==> src/rtl/gdc_pkg.sv <==
// ----------------------------------------------------------------------------
// gdc_pkg: shared types and calendar helpers
// Date record, operation codes and the leap-year and month-length rules used
// by the Gregorian date counter.
// ----------------------------------------------------------------------------
package gdc_pkg;

  localparam int unsigned DayW   = 5;
  localparam int unsigned MonthW = 4;
  localparam int unsigned YearW  = 14;

  localparam logic [YearW-1:0]  BaseYear = 14'd1900;
  localparam logic [YearW-1:0]  MaxYear  = 14'd9999;
  localparam logic [MonthW-1:0] LastMonth = 4'd12;
  localparam logic [DayW-1:0]   LastDayDec = 5'd31;

  // Reciprocal of 100: (y * 5243) >> 19 equals y / 100 for every 14-bit y.
  localparam int unsigned Div100Mul   = 5243;
  localparam int unsigned Div100Shift = 19;
  localparam int unsigned ProdW       = YearW + 13;
  localparam int unsigned QuotW       = ProdW - Div100Shift;

  typedef enum logic [1:0] {
    OP_INC  = 2'd0,
    OP_DEC  = 2'd1,
    OP_LOAD = 2'd2,
    OP_NOP  = 2'd3
  } op_e;

  typedef struct packed {
    logic [YearW-1:0]  year;
    logic [MonthW-1:0] month;
    logic [DayW-1:0]   day;
  } date_t;

  localparam date_t DefaultDate = '{year: BaseYear, month: 4'd1, day: 5'd1};

  // Gregorian rule: divisible by 4, centuries only when divisible by 400.
  function automatic logic leap_year(input logic [YearW-1:0] y);
    logic [ProdW-1:0] prod;
    logic [QuotW-1:0] quot;
    logic [YearW-1:0] hundreds;
    logic             century;
    prod     = {{(ProdW-YearW){1'b0}}, y} * ProdW'(Div100Mul);
    quot     = prod[ProdW-1:Div100Shift];
    hundreds = {{(YearW-QuotW){1'b0}}, quot} * YearW'(100);
    century  = (hundreds == y);
    return (y[1:0] == 2'b00) && (!century || (quot[1:0] == 2'b00));
  endfunction

  // Length of a month in 1..12; other codes give 31 and are never used.
  function automatic logic [DayW-1:0] month_length(input logic [MonthW-1:0] m,
                                                   input logic              leap);
    logic [DayW-1:0] len;
    unique case (m)
      4'd2:                   len = leap ? 5'd29 : 5'd28;
      4'd4, 4'd6, 4'd9, 4'd11: len = 5'd30;
      default:                len = 5'd31;
    endcase
    return len;
  endfunction

endpackage

==> src/rtl/gdc_date_step.sv <==
// ----------------------------------------------------------------------------
// gdc_date_step: one-operation date update
// Computes the date after a next-day, previous-day, load or no-change request,
// and whether a load request carried a valid date.
// ----------------------------------------------------------------------------
module gdc_date_step
  import gdc_pkg::*;
(
  input  date_t              cur_i,
  input  op_e                op_i,
  input  logic [DayW-1:0]    load_day_i,
  input  logic [MonthW-1:0]  load_month_i,
  input  logic [YearW-1:0]   load_year_i,
  output date_t              next_o,
  output logic               load_ok_o
);

  logic            cur_leap;
  logic [DayW-1:0] cur_len;
  logic [DayW-1:0] prev_len;
  logic            ld_leap;
  logic [DayW-1:0] ld_len;
  logic            ld_valid;
  date_t           inc_date;
  date_t           dec_date;

  // Month lengths for the current date, its previous month and the load date.
  assign cur_leap = leap_year(cur_i.year);
  assign cur_len  = month_length(cur_i.month, cur_leap);
  assign prev_len = month_length(cur_i.month - 4'd1, cur_leap);
  assign ld_leap  = leap_year(load_year_i);
  assign ld_len   = month_length(load_month_i, ld_leap);

  // A load is valid for a real month, a year in range and a day in the month.
  assign ld_valid = (load_month_i != '0) && (load_month_i <= LastMonth) &&
                    (load_year_i >= BaseYear) && (load_year_i <= MaxYear) &&
                    (load_day_i != '0) && (load_day_i <= ld_len);

  // Next day, rolling over month and year; the last representable date holds.
  always_comb begin
    inc_date = cur_i;
    if (cur_i.day < cur_len) begin
      inc_date.day = cur_i.day + 5'd1;
    end else if (cur_i.month < LastMonth) begin
      inc_date.day   = 5'd1;
      inc_date.month = cur_i.month + 4'd1;
    end else if (cur_i.year < MaxYear) begin
      inc_date.day   = 5'd1;
      inc_date.month = 4'd1;
      inc_date.year  = cur_i.year + 14'd1;
    end
  end

  // Previous day; stepping back from the first date lands on the first date.
  always_comb begin
    dec_date = DefaultDate;
    if (cur_i.day > 5'd1) begin
      dec_date      = cur_i;
      dec_date.day  = cur_i.day - 5'd1;
    end else if (cur_i.month > 4'd1) begin
      dec_date.year  = cur_i.year;
      dec_date.month = cur_i.month - 4'd1;
      dec_date.day   = prev_len;
    end else if (cur_i.year > BaseYear) begin
      dec_date.year  = cur_i.year - 14'd1;
      dec_date.month = LastMonth;
      dec_date.day   = LastDayDec;
    end
  end

  // Operation select.
  always_comb begin
    next_o    = cur_i;
    load_ok_o = 1'b0;
    unique case (op_i)
      OP_INC:  next_o = inc_date;
      OP_DEC:  next_o = dec_date;
      OP_LOAD: begin
        load_ok_o = ld_valid;
        if (ld_valid) begin
          next_o = '{year: load_year_i, month: load_month_i, day: load_day_i};
        end
      end
      OP_NOP:  next_o = cur_i;
      default: next_o = cur_i;
    endcase
  end

endmodule

==> src/rtl/gregorian_date_counter_unit.sv <==
// ----------------------------------------------------------------------------
// gregorian_date_counter_unit: Gregorian calendar day counter
// Holds a date and applies one next-day, previous-day, load or no-change
// request per cycle while the receiver does not stall, returning the date after each request.
// ----------------------------------------------------------------------------
// Usage:
//   Requests arrive on the s_axis channel: tuser carries the operation
//   (0 next day, 1 previous day, 2 load, 3 no change) and tdata the date to
//   load. Every request yields exactly one response on m_axis: the date after
//   the request in tdata, and in tuser a load-accepted flag and a flag that
//   marks the first date 1/1/1900.
//   A request is first registered in the request register; its date update
//   runs from the request register to the response register, which offers
//   the response. Throughput is one request per cycle while the receiver does
//   not stall, since the date register is updated as each request moves on,
//   which also lets each request see the date left by the one just before it.
//   Reset sets the date to 1/1/1900 and empties both registers.
//   When the receiver stalls, the response register holds its contents and
//   one further request may still be taken into the request register; after
//   that s_axis_tready drops until m_axis_tready returns.
// ----------------------------------------------------------------------------
module gregorian_date_counter_unit
  import gdc_pkg::*;
(
  input  logic        clk_i,
  input  logic        rst_ni,
  // Request channel.
  input  logic        s_axis_tvalid,
  output logic        s_axis_tready,
  input  logic [23:0] s_axis_tdata,   // load_day[4:0], load_month[8:5], load_year[22:9]
  input  logic [1:0]  s_axis_tuser,   // op[1:0]
  // Response channel.
  output logic        m_axis_tvalid,
  input  logic        m_axis_tready,
  output logic [23:0] m_axis_tdata,   // day_out[4:0], month_out[8:5], year_out[22:9]
  output logic [1:0]  m_axis_tuser    // load_ok[0], is_default[1]
);

  logic              req_valid_q;
  op_e               req_op_q;
  logic [DayW-1:0]   req_day_q;
  logic [MonthW-1:0] req_month_q;
  logic [YearW-1:0]  req_year_q;

  date_t             date_q, date_d;
  logic              load_ok_d;

  logic              rsp_valid_q;
  date_t             rsp_date_q;
  logic              rsp_load_ok_q;
  logic              rsp_default_q;

  logic              advance;
  logic              req_take;
  logic [DayW-1:0]   date_len;

  // The request moves on whenever the response register is free or drained.
  assign advance       = req_valid_q && (!rsp_valid_q || m_axis_tready);
  assign s_axis_tready = !req_valid_q || advance;
  assign req_take      = s_axis_tvalid && s_axis_tready;

  // Request register.
  always_ff @(posedge clk_i or negedge rst_ni) begin
    if (!rst_ni) begin
      req_valid_q <= 1'b0;
    end else if (s_axis_tready) begin
      req_valid_q <= s_axis_tvalid;
    end
  end

  always_ff @(posedge clk_i) begin
    if (req_take) begin
      req_op_q    <= op_e'(s_axis_tuser);
      req_day_q   <= s_axis_tdata[4:0];
      req_month_q <= s_axis_tdata[8:5];
      req_year_q  <= s_axis_tdata[22:9];
    end
  end

  // Date update.
  gdc_date_step u_step (
    .cur_i        (date_q),
    .op_i         (req_op_q),
    .load_day_i   (req_day_q),
    .load_month_i (req_month_q),
    .load_year_i  (req_year_q),
    .next_o       (date_d),
    .load_ok_o    (load_ok_d)
  );

  // Current date register.
  always_ff @(posedge clk_i or negedge rst_ni) begin
    if (!rst_ni) begin
      date_q <= DefaultDate;
    end else if (advance) begin
      date_q <= date_d;
    end
  end

  // Response register.
  always_ff @(posedge clk_i or negedge rst_ni) begin
    if (!rst_ni) begin
      rsp_valid_q <= 1'b0;
    end else if (advance) begin
      rsp_valid_q <= 1'b1;
    end else if (m_axis_tready) begin
      rsp_valid_q <= 1'b0;
    end
  end

  always_ff @(posedge clk_i) begin
    if (advance) begin
      rsp_date_q    <= date_d;
      rsp_load_ok_q <= load_ok_d;
      rsp_default_q <= (date_d == DefaultDate);
    end
  end

  assign m_axis_tvalid = rsp_valid_q;
  assign m_axis_tdata  = {1'b0, rsp_date_q.year, rsp_date_q.month, rsp_date_q.day};
  assign m_axis_tuser  = {rsp_default_q, rsp_load_ok_q};

  // Length of the current month, for checking the stored date.
  assign date_len = month_length(date_q.month, leap_year(date_q.year));

  // The stored date is always a real calendar date in range.
  a_date_range: assert property (@(posedge clk_i) disable iff (!rst_ni)
    (date_q.day != '0) && (date_q.day <= date_len) &&
    (date_q.month != '0) && (date_q.month <= LastMonth) &&
    (date_q.year >= BaseYear) && (date_q.year <= MaxYear))
    else $error("stored date out of range");

  // The date changes only when a request moves into the response register.
  a_date_hold: assert property (@(posedge clk_i) disable iff (!rst_ni)
    !advance |=> $stable(date_q))
    else $error("date changed without a request");

  // A response always reports the date held after its request.
  a_rsp_matches_date: assert property (@(posedge clk_i) disable iff (!rst_ni)
    advance |=> (rsp_date_q == date_q))
    else $error("response date differs from stored date");

  // The first-date flag agrees with the reported date.
  a_default_flag: assert property (@(posedge clk_i) disable iff (!rst_ni)
    rsp_valid_q |-> (rsp_default_q == (rsp_date_q == DefaultDate)))
    else $error("first-date flag inconsistent");

  // A load accepted flag only follows a load request.
  a_load_ok_op: assert property (@(posedge clk_i) disable iff (!rst_ni)
    (advance && (req_op_q != OP_LOAD)) |=> !rsp_load_ok_q)
    else $error("load flag set for a non-load request");

endmodule

==> config.mk <==
export PLATFORM = sky130hd
export DESIGN_NAME = gregorian_date_counter_unit
export DESIGN_NICKNAME = d
export VERILOG_FILES = /design/src/rtl/gdc_pkg.sv /design/src/rtl/gdc_date_step.sv /design/src/rtl/gregorian_date_counter_unit.sv
export SDC_FILE = /design/constraint.sdc
export NUM_CORES = 1
export LEC_CHECK = 0
export CAP_MARGIN = 15
export CELL_PAD_IN_SITES_DETAIL_PLACEMENT = 0
export CELL_PAD_IN_SITES_GLOBAL_PLACEMENT = 1
export CORE_MARGIN = 3
export CORE_UTILIZATION = 40
export CTS_CLUSTER_SIZE = 8
export DETAILED_ROUTE_END_ITERATION = 12
export DONT_BUFFER_PORTS = 1
export GPL_TIMING_DRIVEN = 0
export PLACE_DENSITY_LB_ADDON = 0.1
export SLEW_MARGIN = 20
export SYNTH_ARGS = -nofsm -noshare
export SYNTH_HDL_FRONTEND = slang
export SYNTH_SLANG_ARGS = --single-unit
==> constraint.sdc <==
create_clock -name clk_i -period 28.6 [get_ports clk_i]
set_input_delay 1.43 -clock clk_i [delete_from_list [all_inputs] [get_ports clk_i]]
set_output_delay 1.43 -clock clk_i [all_outputs]
set_load 0.05 [all_outputs]
# Word level (Yosys, flattened, before mapping)
# Index checks and enable logic that the tools add are counted.
[classes]
addsub = 6
multipliers = 4
n_lt_le_gt_ge = 10
eq_ne = 21
mux = 17
reduce_logical = 28
[op_table]
columns = ["cell", "count"]
rows = [
  ["$mux 23", 5],
  ["$pmux 23 s4", 1],
  ["$mul 14x13->27 const B", 2],
  ["$pmux 5 s2", 3],
  ["$eq 14x14->1", 2],
  ["$eq 4x3->1 const B", 6],
  ["$eq 4x4->1 const B", 6],
  ["$mul 8x5->12 const B", 2],
  ["$eq 23x20->1 const B", 1],
  ["$mux 18", 1],
  ["$add 14x1->14 const B", 1],
  ["$ge 14x11->1 const B", 1],
  ["$gt 14x11->1 const B", 1],
  ["$le 14x14->1 const B", 1],
  ["$lt 14x14->1 const B", 1],
  ["$mux 14", 1],
  ["$sub 14x1->14 const B", 1],
  ["$eq 4x2->1 const B", 3],
  ["$reduce_or 4->1", 3],
  ["$logic_not 2->1", 5],
  ["$logic_and 1x1->1", 9],
  ["$mux 9", 1],
  ["$add 5x1->5 const B", 1],
  ["$gt 5x1->1 const B", 1],
  ["17 further kinds", 27],
]
[totals]
ff_bits = 75
inputBits = 30
output_inout_bits = 28
wordCells = 100

# Longest topological paths before layout
# Gate-level depths: netlist of run 1.
[logic_depth]
word_depth = 13
depth_mapped = 47
mapped_depth_nobuf = 46

# Cells and area by module
# A second synthesis of run 1 with hierarchy kept.
[unflattened]
hier_cells = 1371
area_unflattened_um2 = 13446.6
[by_module_without_submodules]
columns = ["module", "n_inst", "cells_each", "area_each_um2"]
rows = [
  ["gdc_date_step", 1, 1251, 10801.6],
  ["gregorian_date_counter_unit", 1, 120, 2645.0],
]

# Worst setup path after synthesis of run 1
# No wires, ideal clock.
[synth_timing]
path_kind = "reg2reg"
from = "register req_year_q[8]"
to = "register rsp_default_q, data pin"
setup_ps = 170
t_arrival_ps = 9913
required_ps = 28430
path_slack_ps = 18518
stages_incl_launch_ff = 42
n_path_buf = 0
cell_sequence = "edfxtp_1 -> fa_1 -> ha_1 -> fa_1 -> fa_1 -> inv_1 -> fa_1 -> inv_1 -> ha_1 -> a211oi_1 -> nand2_1 -> a211o_1 -> a211oi_1 -> o31a_1 -> o21ai_0 -> or2_2 -> xor2_1 -> ha_1 -> [6 not listed] -> a21o_1 -> a21o_1 -> a21o_1 -> a21oi_1 -> xnor2_1 -> nor4_1 -> a21oi_1 -> ha_1 -> nand2_1 -> nand4_1 -> o21ai_0 -> nor4_1 -> o21ai_0 -> a21oi_1 -> o41ai_1 -> nor4_1 -> nand4_1 -> nor4_2"
[synth_rtl]
columns = ["element", "line_no", "text"]
rows = [
  ["start: declaration", "gregorian_date_counter_unit.sv:43", "logic [YearW-1:0] req_year_q;"],
  ["start signal: assignment", "gregorian_date_counter_unit.sv:76", "req_year_q <= s_axis_tdata[22:9];"],
  ["end signal: assignment", "gregorian_date_counter_unit.sv:115", "rsp_default_q <= (date_d == DefaultDate);"],
  ["end: declaration", "gregorian_date_counter_unit.sv:51", "logic rsp_default_q;"],
]

# Final worst setup path of run 1
[layout_timing]
from = "register req_year_q[4]"
to = "register rsp_default_q, data pin"
[layout_between]
elab_chain_len = 13
[layout_lines]
columns = ["element", "line_no", "text"]
rows = [
  ["$mul 14x13->27", "gdc_pkg.sv:44", "prod = {{(ProdW-YearW){1'b0}}, y} * ProdW'(Div100Mul);"],
  ["$mul 8x5->12", "gdc_pkg.sv:46", "hundreds = {{(YearW-QuotW){1'b0}}, quot} * YearW'(100);"],
  ["$eq 14x14->1", "gdc_pkg.sv:47", "century = (hundreds == y);"],
  ["$logic_not 1->1", "gdc_pkg.sv:48", "return (y[1:0] == 2'b00) && (!century || (quot[1:0] == 2'b00));"],
  ["$logic_or 1x1->1", "gdc_pkg.sv:48", ""],
  ["$logic_and 1x1->1", "gdc_pkg.sv:48", ""],
  ["$mux 1", "gdc_pkg.sv:56", "4'd2: len = leap ? 5'd29 : 5'd28;"],
  ["$pmux 5 s2", "gdc_pkg.sv:55", "unique case (m)"],
  ["$le 5x5->1", "gdc_date_step.sv:37", "(load_day_i != '0) && (load_day_i <= ld_len);"],
  ["$logic_and 1x1->1", "gdc_date_step.sv:37", ""],
  ["$mux 23 (*)", "gdc_date_step.sv:80", "if (ld_valid) begin"],
  ["$pmux 23 s4 (*)", "gdc_date_step.sv:75", "unique case (op_i)"],
  ["$eq 23x20->1 (*)", "gregorian_date_counter_unit.sv:115", ""],
]
# Every way passes the cells marked *; elsewhere a longest branch is shown, timed or not.
# A chain may end at the register's enable or synchronous reset.

==> run summary, run 1 <==
status: completed
Antenna Nets Post-Route: 0
NumNets Final: 1904
synth unique cells: 82
Final Max Tran Viols: 0
Tmin final: 12400 ps
Hold Path Origin: req_valid_q
worst hold stages: 1
critical path arrival: 12600 ps
WL per Instance: 20.1 microns
ys async rst share: 33.3%
row count: 66
Reg2Reg Setup Slack: 16200 ps
Max Clock Skew: 22.6 ps
H-Tree Level Count: 3
synthesis-to-finish area growth: 6.89%
clock net sink count: 75
Worst R2R Path Depth: 43
global-route wire length before repair: 60500 microns
vias in the first global route: 10400
ranking of synthesized cells by area: ha_1 (28%), fa_1 (20%), edfxtp_1 (11%)
RR Endpoint: rsp_default_q
Initial DRT Pass Iterations: 5
syn_nets: 1891
area leader, netlist: ha_1
Post-synth EDFFs: 50
cell with the most instances after synthesis: ha_1
Vias per Instance: 5.32
DP HPWL: 30700 microns
layout cell share with drive strength beyond 1: 4.43%
synthesized flop and latch total: 75
Starting DRT DRC Count: 552
endpoints failing setup: 0
Critical Path Max Stage Delay: 660 ps
RSZ-0062 raised after global routing: false
Syn Area/Cell: 9.45 sq um
WP buf/inv: 7
max-cap viol count: 0
die width: 190 microns
Mapped Area: 0.0135 sq mm
CP Launch Type: flop
fill cell count: 3296
Crit Path Class: flop to flop
Diodes inserted: 0
die height: 190 microns
Slowest-stage cell, CP: edfxtp_1
final worst path period share: 43.4%
Final Util: 43.9%
Mapped Cells: 1428
Post-route DRC: 0
origin of the critical flop-to-flop path: req_year_q[4]
crit path max fanout: 10
Seq/Total Area, Yosys: 15.9%
Ports: 58
worst min path class: flop to flop
root buf cell: clkbuf_16
initial core utilization: 41.0%
area share of the largest cell type after synthesis: 27.9%
CP Data Required Time: 28790 ps
Max Clock Freq: 80.6 MHz
slew margin rel.: 37.3%
WHS Endpoint: m_axis_tvalid
YS warnings: 0
Setup Fix Bufs, Post-CTS: 0
# hold bufs at CTS: 0
aggregate negative setup slack: 0 ps
core box area: 0.0329 sq mm
die area: 0.0360 sq mm
clk_lat worst skew: 380 ps
Total Routing Usage GR: 21.8%
Worst-path clk slew: 80 ps
gr ovfl total: 0
CP top delay family: adder cells
Port Buffers: 0
CTS max path bufs: 2
Post-synth top cells: ha_1 (301), inv_1 (276), fa_1 (132)
via count: 10000
Final Hold Viols: 0
CTS tree: yes
Routed WL: 37900 microns
GPL Wtd Cong: 0.898
Worst Setup End Kind: flop
CTS Buf Count: 9
Primary FF master, synth: edfxtp_1
antenna violations before repair: 1
largest net degree at the start of global routing: 26
Resized Gates After CTS: 0
Least-Margin Pin Slew: 937 ps
layer usage:
layer | global-route usage (%) | vias up | part of all wire (%) | wire (microns)
met2 | 35.5 | 189 | 46 | 17300
met4 | 4.75 | 2 | 1.7 | 652
met5 | 0 | - | 0.034 | 13
met3 | 2.43 | 42 | 3.6 | 1380
li1 | - | 4878 | - | -
met1 | 31.3 | 4931 | 49 | 18600
state kept, by name, indices dropped and copies added (netlist names):
signal / flops
rsp_load_ok_q: 1
rsp_default_q: 1
req_op_q: 2
date_q: 23
req_month_q: 4
req_year_q: 14
m_axis_tdata: 23
req_day_q: 5
m_axis_tvalid: 1
req_valid_q: 1
layout by cell type, fill, tap and decap left out, types with 16 or more instances in the layout:
master    count
inv_1       276
a21oi_1      60
ha_1        301
edfxtp_1     50
xnor2_1      45
nor2_1       57
a21o_1       18
nand2_1      86
nand3_1      33
nor3_1       22
clkbuf_1     31
dfrtp_1      16
fa_1        132
o21ai_0      66
xor2_1       17
how the worst max path moves through the flow:
| stage | from | to | slack [ps] | depth (start not counted) |
|---|---|---|---|---|
| 2_1_floorplan | req_year_q[8] | rsp_default_q | 18520 | 41 |
| 3_3_place_gp | req_year_q[11] | rsp_default_q | 15460 | 43 |
| 3_5_place_dp | req_year_q[11] | rsp_default_q | 16070 | 44 |
| 4_1_cts | req_year_q[4] | rsp_default_q | 16010 | 43 |
| 5_1_grt | req_year_q[11] | rsp_default_q | 15300 | 44 |
| 6_report | req_year_q[4] | rsp_default_q | 16200 | 43 |
cell type report:
cell class                      instances  area [sq um]  share of cell area, %
Multi-Input combinational cell       1038         10100                   70.3
Sequential cell                        75          2140                   14.8
Inverter                              276          1040                   7.18
Tap cell                              442           553                   3.84
Clock buffer                           10           239                   1.66
Buffer                                 39           181                   1.26
Clock inverter                          6          96.3                  0.668
Timing Repair Buffer                    2          32.5                  0.226
cell families (layout without fill, tap and decap cells):
| family | after synthesis | after routing | share of synthesized area (%) |
|---|---|---|---|
| AOI/OAI and AO/OA | 263 | 263 | 13.2 |
| and+or+nand+nor | 270 | 270 | 9.60 |
| buffers and inverters | 315 | 333 | 9.02 |
| other | 1 | 1 | 0.0278 |
| DFF | 75 | 75 | 15.9 |
| adders and majority gates | 433 | 433 | 47.5 |
| muxes | 8 | 8 | 0.631 |
| xor gates and xnor gates | 63 | 63 | 4.19 |
metrics by stage:
step	hold WS, ps	setup slack, ps	instances	cell area, sq um
finish	496	16200	1888	14400
global placement	478	15460	1870	14000
floorplan	457	18520	1428	13500
CTS	493	16010	1888	14400
detailed placement	481	16070	1872	14100
global route	542	15300	1888	14400
Power of run 1 is not shown: default switching activity piles up to over one toggle a cycle in this logic, so the estimate is an artifact.
==> run 2, diff against run 1 <==
--- a/config.mk
+++ b/config.mk
@@ -5,6 +5,7 @@
 export SDC_FILE = /design/constraint.sdc
 export NUM_CORES = 1
 export LEC_CHECK = 0
+export ABC_AREA = 1
 export CAP_MARGIN = 15
 export CELL_PAD_IN_SITES_DETAIL_PLACEMENT = 0
 export CELL_PAD_IN_SITES_GLOBAL_PLACEMENT = 1
==> constraint.sdc (replaced) <==
create_clock -name clk_i -period 10.88 [get_ports clk_i]
set_input_delay 0.544 -clock clk_i [delete_from_list [all_inputs] [get_ports clk_i]]
set_output_delay 0.544 -clock clk_i [all_outputs]
set_load 0.05 [all_outputs]
==> run 2 against run 1 <==
- final cell count grew 16%
- sequential cell count is the same
- wire length grew 4.3%
- fmax grew 21%
- die area grew 3.8%
- final area grew 6.5%
- worst hold slack lost 460 ps
- clock skew shrank 11 ps
- sequential share of layout area shrank 0.91 points
- via count grew 12%
- utilization grew 1.3 points
- synthesized cell count grew 17%
- critical path type unchanged
==> run summary, run 2 <==
initial core utilization: 41.2%
Least-Margin Pin Slew: 964 ps
WL per Instance: 18.1 microns
ranking of synthesized cells by area: ha_1 (27%), fa_1 (19%), edfxtp_1 (11%)
gr ovfl total: 0
Slowest-stage cell, CP: fa_1
H-Tree Level Count: 3
synth unique cells: 51
root buf cell: clkbuf_16
crit path max fanout: 10
Initial DRT Pass Iterations: 7
Mapped Area: 0.0140 sq mm
Seq/Total Area, Yosys: 15.2%
Primary FF master, synth: edfxtp_1
CP top delay family: adder cells
commonest non-fill, non-tap cells in the layout: inv_1 (331), ha_1 (301), nand2_1 (272), fa_1 (132), o21ai_0 (105)
CTS max path bufs: 2
status: completed
core box area: 0.0340 sq mm
synthesized flop and latch total: 75
crit path launch: req_year_q[9]
Post-route DRC: 0
origin of the critical flop-to-flop path: req_year_q[9]
Vias per Instance: 5.15
Critical Path Max Stage Delay: 550 ps
ys async rst share: 33.3%
Routed WL: 39600 microns
register area: 0.00214 sq mm
area share of the largest cell type after synthesis: 26.9%
YS warnings: 0
Post-synth EDFFs: 50
max-cap viol count: 0
CP Data Required Time: 11090 ps
clock net sink count: 75
Reg2Reg Setup Slack: 590 ps
Final Max Tran Viols: 0
aggregate negative setup slack: 0 ps
die area: 0.0373 sq mm
CTS Buf Count: 9
die width: 193 microns
layout cell share with drive strength beyond 1: 6.92%
cell depth of the worst setup path: 50
antenna violations before repair: 0
DP HPWL: 32000 microns
endpoints failing setup: 0
final worst path period share: 94.5%
Antenna Nets Post-Route: 0
worst min path class: input pin to async pin
GPL Wtd Cong: 0.856
Ports: 58
RR Endpoint: rsp_default_q
NumNets Final: 2192
global-route wire length before repair: 63000 microns
CP Launch Type: flop
Worst-path clk slew: 60 ps
Crit Path Class: flop to flop
CTS tree: yes
critical path arrival: 10500 ps
Tmin final: 10290 ps
largest net degree at the start of global routing: 26
vias in the first global route: 11100
Starting DRT DRC Count: 626
syn_nets: 2139
row count: 67
Total Routing Usage GR: 21.3%
via count: 11200
Mapped Cells: 1676
fill cell count: 3439
Final WS setup: 594 ps
cell with the most instances after synthesis: inv_1
Max Clock Freq: 97.2 MHz
area of the multi-input gates: 0.0106 sq mm
Port Buffers: 0
most common cell after layout, fill and taps aside: inv_1
synthesis-to-finish area growth: 9.55%
Worst R2R Path Depth: 50
slew margin rel.: 35.4%
Syn Area/Cell: 8.37 sq um
Diodes inserted: 0
Setup Slack @ Placement: -455 ps
area leader, netlist: ha_1
Max Clock Skew: 12.0 ps
Worst Setup End Kind: flop
Post-synth top cells: inv_1 (333), ha_1 (301), nand2_1 (273)
Final Hold Viols: 0
WP buf/inv: 9
clk_lat worst skew: 350 ps
die height: 193 microns
## run 2: cell types whose count changed after synthesis, sizes merged, moves of 19 or more
cell / change
a21oi: +19
inv: +65
nand2: +188
nand3: +49
o21ai: +46
xnor2: -28
xor2: +31
## run 2: cell type report
cell class	count	area share [%]
multi-input combinational	1225	68.8
sequential	75	13.9
inverter	345	8.45
tap	448	3.65
timing repair buffer	42	2.20
clock buffer	10	1.49
buffer	31	1.06
clock inverter	6	0.415
## run 2: worst reg2reg max path, delay by kind of cell, from the launching register on
| family | cells | cell delay, ps |
|---|---|---|
| AOI/OAI and AO/OA | 16 | 2430 |
| xor gates and xnor gates | 2 | 380 |
| adders and majority gates | 11 | 4390 |
| buffers and inverters | 9 | 920 |
| DFF | 1 | 520 |
| and+or+nand+nor | 12 | 1510 |
## run 2: how the worst max path moves through the flow
stage,endpoint,slack (ps)
2_1_floorplan,rsp_default_q,1640
3_3_place_gp,rsp_default_q,-500
3_5_place_dp,rsp_default_q,-460
4_1_cts,rsp_default_q,70
5_1_grt,rsp_default_q,-2
6_report,rsp_default_q,590
## run 2: metrics by stage
stage | hold WS (ps) | util (%) | std cells | cell area [sq um]
3_3_place_gp | 249 | 42.8 | 2124 | 14600
6_report | 32.6 | 45.1 | 2182 | 15400
3_5_place_dp | 249 | 42.9 | 2125 | 14600
5_1_grt | 14.8 | 45.1 | 2182 | 15400
4_1_cts | 21.5 | 44.5 | 2171 | 15100
2_1_floorplan | 248 | - | 1676 | 14000
## run 2: kinds of logic (layout without fill, tap and decap cells)
group	after synthesis	in the layout	share of synthesized area, %
other	1	1	0.0267
AOI/OAI and AO/OA	245	245	9.81
and+or+nand+nor	480	480	14.7
buffers and inverters	376	434	10.3
adders and majority gates	433	433	45.7
DFF	75	75	15.2
xor gates and xnor gates	66	66	4.22
## run 2: what timing repair did
item	CTS	global route
hold endpoints to repair	16	0
pin swaps	0	12
hold buffers	1	0
setup buffers	29	11
cloned	0	0
resized for setup	7	34
setup endpoints to repair	38	46
## run 2: metal layers
layer	track usage (%)	wire length (microns)
met5	0	0
met1	30.2	19100
met2	36.0	18700
met4	3.59	512
met3	2.26	1280
Power of run 2 is left out for the same reason.
==> run 3, diff against run 2 <==
==> constraint.sdc (replaced) <==
create_clock -name clk_i -period 10.4 [get_ports clk_i]
set_input_delay 0.52 -clock clk_i [delete_from_list [all_inputs] [get_ports clk_i]]
set_output_delay 0.52 -clock clk_i [all_outputs]
set_load 0.05 [all_outputs]
==> run 3 against run 2 <==
- final area rose by 3.2%
- count of clock-buffer cells in the layout did not move
- utilization rose by 1.4 points
- die area did not move
- via count rose by 1.3%
- wire length rose by 1.8%
- worst hold slack improved by 220 ps
- non-clock buffer count rose by 22
- sequential share of layout area fell by 0.43 points
- largest cell class unchanged
==> run summary, run 3 (synthesis gave the netlist of run 2 again) <==
cell depth of the worst setup path: 51
commonest non-fill, non-tap cells in the layout: inv_1 (322), ha_1 (291), nand2_1 (265), fa_1 (132), o21ai_0 (93)
RR Endpoint: rsp_default_q
Initial DRT Pass Iterations: 5
Routed WL: 40300 microns
gr ovfl total: 0
final worst path period share: 95.2%
Worst R2R Path Depth: 51
CTS Buf Count: 9
aggregate negative setup slack: 0 ps
NumNets Final: 2215
Least-Margin Pin Slew: 972 ps
Port Buffers: 0
vias in the first global route: 11200
most common cell after layout, fill and taps aside: inv_1
Hold WS: 256 ps
Ports: 58
die width: 193 microns
Diodes inserted: 0
critical path arrival: 10120 ps
initial core utilization: 41.2%
CP Data Required Time: 10610 ps
Total Routing Usage GR: 21.4%
GPL Wtd Cong: 0.856
Max Clock Freq: 101 MHz
Worst-path clk slew: 70 ps
antenna violations before repair: 0
Vias per Instance: 5.16
Crit Path Class: flop to flop
Max Clock Skew: 13.0 ps
die height: 193 microns
CTS tree: yes
crit path launch: req_year_q[9]
largest net degree at the start of global routing: 26
global-route wire length before repair: 63100 microns
max-cap viol count: 0
root buf cell: clkbuf_16
register area: 0.00214 sq mm
clock net sink count: 75
endpoints failing setup: 0
clk_lat worst skew: 360 ps
Worst Setup End Kind: flop
WP buf/inv: 10
worst min path class: input pin to flop
Final Max Tran Viols: 0
end of the critical path: rsp_default_q
CTS max path bufs: 2
Reg2Reg Setup Slack: 500 ps
CP top delay family: adder cells
Tmin final: 9900 ps
Antenna Nets Post-Route: 0
origin of the critical flop-to-flop path: req_year_q[9]
DP HPWL: 32000 microns
via count: 11400
layout cell share with drive strength beyond 1: 10.9%
CP Launch Type: flop
Final Hold Viols: 0
die area: 0.0373 sq mm
Starting DRT DRC Count: 724
crit path max fanout: 10
area of the multi-input gates: 0.0109 sq mm
Post-route DRC: 0
WL per Instance: 18.3 microns
row count: 67
Critical Path Max Stage Delay: 560 ps
Slowest-stage cell, CP: fa_1
synthesis-to-finish area growth: 13.0%
status: completed
slew margin rel.: 34.8%
fill cell count: 3411
core box area: 0.0340 sq mm
H-Tree Level Count: 3
[run 3: changes by cell type in the layout (fill, tap and decap cells not counted), moves of 9 or more]
cell,change
ha_4,+10
o21ai_0,-12
buf_4,+16
ha_1,-10
inv_1,-9
o21ai_1,+9
[run 3: how the worst min path moves through the flow]
stage | from | endpoint | slack [ps] | cells after the start
floorplan | rst_ni | date_q[10] | 220 | 0
global placement | rst_ni | m_axis_tvalid | 220 | 0
detailed placement | rst_ni | req_valid_q | 220 | 0
CTS | s_axis_tdata[8] | req_month_q[3] | 240 | 0
global route | s_axis_tdata[8] | req_month_q[3] | 240 | 0
finish | s_axis_tdata[8] | req_month_q[3] | 260 | 0
[run 3: metal layers]
layer	wire length, microns	vias to the layer above	part of all wire (%)	track usage, %
met5	0	-	0	0
met4	562	0	1.4	3.86
met3	1480	27	3.7	2.28
met2	19200	219	48	36.0
met1	19000	5535	47	30.2
li1	-	5597	-	-
[run 3: what timing repair did]
item	in CTS	in global routing
hold buffers	3	0
gates cloned	0	2
endpoints found under the hold margin	17	0
pin swaps	3	49
buffers inserted	30	29
resized for setup	21	97
endpoints found under the setup margin	48	46
[run 3: cell type report]
class	count	area share, %
multi-input cells	1225	68.5
flip-flops and latches	75	13.5
inverters	345	8.24
well taps	448	3.54
repair buffers	64	3.28
clock buffers	10	1.44
plain buffers	31	1.10
clock inverters	6	0.403
repair inverters	1	0.0316
[run 3: stage by stage]
step	instance area [sq um]	std cells	util, %	setup WS (ps)
2_1_floorplan	14000	1676	-	1160
6_report	15900	2205	46.6	497
5_1_grt	15900	2205	46.6	-97.2
3_5_place_dp	14600	2125	42.9	-935
3_3_place_gp	14600	2124	42.8	-977
4_1_cts	15200	2174	44.8	0.702
Power of run 3 is left out for the same reason.
